--- src/sv/mvsm_pkg.sv ---
// ============================================================================
// mvsm_pkg: shared constants and types for the voice mixer
// Holds the opcode encodings, field widths and the per-voice record layout.
// ============================================================================
package mvsm_pkg;

    localparam int VOICES    = 8;
    localparam int VIDX_W    = $clog2(VOICES);
    localparam int ADDR_BITS = 16;
    localparam int POS_W     = 17;
    localparam int CLAMP     = 32000;

    localparam logic [1:0] OP_WRITE = 2'd0;
    localparam logic [1:0] OP_START = 2'd1;
    localparam logic [1:0] OP_MIX   = 2'd2;

    typedef struct packed {
        logic [POS_W-1:0] pos;
        logic [POS_W-1:0] fin;
        logic [15:0]      frac;
        logic [17:0]      step;
        logic [7:0]       lgain;
        logic [7:0]       rgain;
        logic [7:0]       sid;
        logic [30:0]      tick;
    } t_voice;

endpackage

--- src/sv/mvsm_gain.sv ---
// ============================================================================
// mvsm_gain: two-stage gain calculation for one stereo channel
// Computes vol - (vol*d^2 >> 16), then scales it by 240/128.
// ============================================================================
module mvsm_gain
    import mvsm_pkg::*;
(
    input  logic       i_clk,
    input  logic [6:0] i_vol,
    input  logic [8:0] i_mag,
    output logic [7:0] o_gain
);

    logic [17:0] w_sq;
    logic [17:0] r_sq;
    logic [6:0]  r_vol;
    logic [24:0] w_prod;
    logic [6:0]  w_g;
    logic [14:0] w_mul;

    // The square of the distance is at most 256*256, so it fits 17 bits.
    assign w_sq = 18'(i_mag) * 18'(i_mag);

    always_ff @(posedge i_clk) begin
        r_sq  <= w_sq;
        r_vol <= i_vol;
    end

    assign w_prod = 25'(r_vol) * 25'(r_sq);
    assign w_g    = r_vol - w_prod[22:16];
    assign w_mul  = 15'(w_g) * 15'd240;
    assign o_gain = w_mul[14:7];

endmodule

--- config.mk ---
export PLATFORM = sky130hd
export DESIGN_NAME = mvsm_gain
export DESIGN_NICKNAME = d
export VERILOG_FILES = /design/src/sv/mvsm_pkg.sv /design/src/sv/mvsm_gain.sv
export SDC_FILE = /design/constraint.sdc
export NUM_CORES = 1
export LEC_CHECK = 0
export ABC_CLOCK_PERIOD_IN_PS = 19000
export BUFFER_PORTS_ARGS = -buffer_cell sky130_fd_sc_hd__buf_2
export CAP_MARGIN = 20
export CORE_MARGIN = 5
export CORE_UTILIZATION = 50
export CTS_BUF_LIST = sky130_fd_sc_hd__clkbuf_16
export DETAILED_ROUTE_END_ITERATION = 8
export HOLD_SLACK_MARGIN = 0.08
export PLACE_DENSITY = 0.69
export SETUP_SLACK_MARGIN = 0.15
export SYNTH_ARGS = -nofsm -noshare
export SYNTH_HDL_FRONTEND = slang
export SYNTH_SLANG_ARGS = --single-unit
export TNS_END_PERCENT = 100
--- constraint.sdc ---
create_clock -name i_clk -period 19 [get_ports i_clk]
set_clock_uncertainty 0.2 [all_clocks]
set_input_delay 3.8 -clock i_clk [delete_from_list [all_inputs] [get_ports i_clk]]
set_output_delay 3.8 -clock i_clk [all_outputs]
set_load 0.005 [all_outputs]
Word level (Yosys, flattened, before mapping)
Cells that the tools add are included.

storage, ports and cells
  output and inout port bits = 8
  register bits = 25
  input port bits = 17
  logic and storage cells = 6

operators by class
  add/sub/neg operators = 1
  multipliers = 3

operators by type and width
  cell                                               number
  multiplier 7 x 18 -> 23 bit                        1
  multiplier 9 x 9 -> 18 bit                         1
  multiplier 7 x 4 -> 11 bit, second input constant  1
  subtractor 7 bit                                   1

Depth between registers and ports, before layout
  depth in word-level cells = 3
  depth in mapped cells = 35
  gate-level depth less buffers = 34

Worst setup path before layout
OpenSTA, ideal clock, no wires.

  kind = register to output
  start = reg r_vol[2]
  end = out o_gain[7]
  arrival time = 7,598 ps
  cell stages (with the launch flop) = 32
  path slack = 7,402 ps
  buffers on the path = 1
  cells stage by stage = dfxtp_1 clkbuf_1 and2_1 fa_1 fa_1 fa_1 inv_1 fa_1 inv_1 ha_1 a21o_1 a2111oi_1 o21ai_0 a21oi_1 o21bai_1 xor2_1 ha_1 fa_1 nor2b_1 o31a_1 o21ai_0 nor3b_1 or2_2 o32ai_4 inv_1 fa_1 inv_1 ha_1 a21o_1 a21oi_1 o21ai_0 xor2_1

between the ends
  longest elaborated chain between the ends = 3

RTL lines
  element                         RTL line         RTL
  start, declared                 mvsm_gain.sv:16  logic [6:0] r_vol;
  start signal, assigned          mvsm_gain.sv:26  r_vol <= i_vol;
  multiplier 7 x 18 -> 23 bit     mvsm_gain.sv:29  assign w_prod = 25'(r_vol) * 25'(r_sq);
  subtractor 7 bit (*)            mvsm_gain.sv:30  assign w_g = r_vol - w_prod[22:16];
  multiplier 7 x 4 -> 11 bit (*)  mvsm_gain.sv:31  assign w_mul = 15'(w_g) * 15'd240;
  end, declared                   mvsm_gain.sv:11  output logic [7:0] o_gain

Every way passes the cells marked *; elsewhere a longest branch is shown, timed or not.

Final worst setup path
  start = reg r_vol[5]
  end = out o_gain[7]

The elaborated chain is that of the path after synthesis.

==> results.md <==
* Outcome: completed
* Initial antenna violation count at 0
* Routed wire per std cell at approximately 13 microns
* Critical path class: flop to output port
* Max cap viols at 0
* Count leader, synth: inv_1
* Setup bufs post-CTS at 0
* Pre-antenna DRT Iters at 4
* Clock transition at path regs at 0.06 ns
* Ys Warns at 0
* Die width at approximately 120 microns
* Port Buf Inserts at 24
* Yosys top cell by area: fa_1
* Post-synthesis cell type count at 42
* Worst slew pin tran at between 0.6 and 0.7 ns
* Final std cells w/o fill at slightly above 900
* CTS H-tree lvls at 1
* Die Ht at about 120 microns
* Initial Util at 0.5143
* Hpwl dp at a little over 10000 microns
* Area growth, synth to finish at 6.215%
* Slowest-stage cell, CP: dfxtp_1
* Post-Route Utilization at 0.5462
* Mapped Cells at 733
* Fin nets at 970
* Clk buf depth at 2
* CP max stage delay at 0.70 ns
* Critical Path RT at about 15 ns
* GPL Wtd Cong at between 0.8 and 0.9
* Ys flop type: dfxtp_1
* Antenna diodes at 0
* Vias in the first global route at about 5100
* Fin crit period at 12.74 ns
* Max Fclk at between 70 and 80 MHz
* CTS tree: built
* Post-CTS sizing at 0
* Number of remaining DRC errors at 0
* Num ports at 25
* Synth top area share at 0.3519
* Final ANT Viol Nets at 0
* Ys async rst share at 0
* Hold WS at approximately 3.4 ns
* FP Rows at 41
* Seq/Total Area, Yosys at 0.07344
* Routed WL at roughly 12000 microns
* CP dominant cell by count: fa_1
* Synth Cell Area at between 6000 and 7000 sq um
* Overflow after GRT at 0
* Final hold violations at 0
* Post-synth EDFFs at 0
* CP Launch Type: flop
* Inserted Clock Buffers at 3
* Hold-fix buffers, CTS at 0
* Via count at approximately 4600
* Via density at approximately 5.0
* CP endpoint kind: output port
* FF+latch count, synth at 24
* Slew margin rel. at 0.5505
* Final Setup Violations at 0
* Post-synth top cells: inv_1, fa_1, and2_1
* Final period utilization at 0.6706
* Placed Cells at between 900 and 1000
* Pins Over Slew Limit at 0
* Synth area leaders: fa_1, ha_1, and2_1
* Mean post-synth cell area at around 9 sq um
* TritonCTS Sinks at 24
* Post-route setup TNS at 0 ns
* Crit-path max FO at 18
* Unrepaired setup endpoints after global routing: no
* Clock root buffer: clkbuf_16
* Worst Path Arrival at 8.74 ns
* First-pass GRT wire length at about 22000 microns
* Initial drt markers at about 120
* All-Layer GR Usage at 0.1621
* Core area at ~13000 sq um
* Share of cells above drive strength 1 at 0.04122
* Hold WC Path Type: primary input to flop
* Largest net degree at the start of global routing at 19
* Die area at ~15000 sq um
worst max-delay path, delay by kind of cell, from the launching register on:
| family | cells | cell delay [ns] |
|---|---|---|
| XOR/XNOR | 2 | 0.30 |
| flip-flops | 1 | 0.70 |
| AO/OA/AOI/OAI | 11 | 2.39 |
| adder cells (fa/ha/maj) | 9 | 3.82 |
| AND/OR/NAND/NOR | 4 | 0.88 |
| buffers and inverters | 5 | 0.40 |
placed cells by master (no fill, tap or decap), types with 5 or more instances in the layout:
cell type / instances
a21o_1: 11
nor2b_1: 6
a21oi_1: 33
o21a_1: 5
inv_1: 161
and2_1: 104
xor2_1: 12
nand2b_1: 6
fa_1: 115
ha_1: 85
buf_2: 24
nor2_1: 14
dfxtp_1: 24
xnor2_1: 30
nand3_1: 6
o21ai_0: 11
nand2_1: 61
kinds of logic after synthesis:
kind of cell | count (synthesis) | synth area share
fa+ha+maj | 202 | 0.5175
buf+inv | 171 | 0.09811
mux | 1 | 0.001721
simple gates | 211 | 0.1723
other cells | 2 | 0.001148
xor+xnor | 42 | 0.05622
compound gates | 80 | 0.07956
flops | 24 | 0.07344
final timing paths:
path / startpoint / end / slack, ns / cells after the start
max: r_vol[5] / o_gain[7] / 6.26 / 31
min: i_vol[6] / r_vol[6] / 3.44 / 1
stage by stage:
stage,cell area (sq um),worst slack [ns]
floorplan,6546,7.402
global placement,6844,6.734
detailed placement,6844,6.438
CTS,6949,6.150
global route,6949,5.712
finish,6949,6.259
registers in the layout (all words and copies together) (netlist names):
| register | flops |
|---|---|
| r_sq | 17 |
| r_vol | 7 |
metal layers:
layer | routed length (microns) | track usage | share of wire
met5 | 0 | 0 | 0
met4 | 54 | 0.01805 | 0.0046
met3 | 312 | 0.02015 | 0.026
met2 | 6309 | 0.3155 | 0.53
met1 | 5152 | 0.1952 | 0.44
final cells by class:
type | instances | area (sq um)
clock buffers | 3 | 75.07
clock inverters | 1 | 30.03
fillers | 1185 | 5773
inverters | 161 | 604.3
multi-input cells | 539 | 5424
flip-flops and latches | 24 | 480.5
well taps | 172 | 215.2
repair buffers | 24 | 120.1
Power is left out: the tool's default activity adds up to more than one toggle a clock period on the data nets, which glitch-free logic cannot reach.
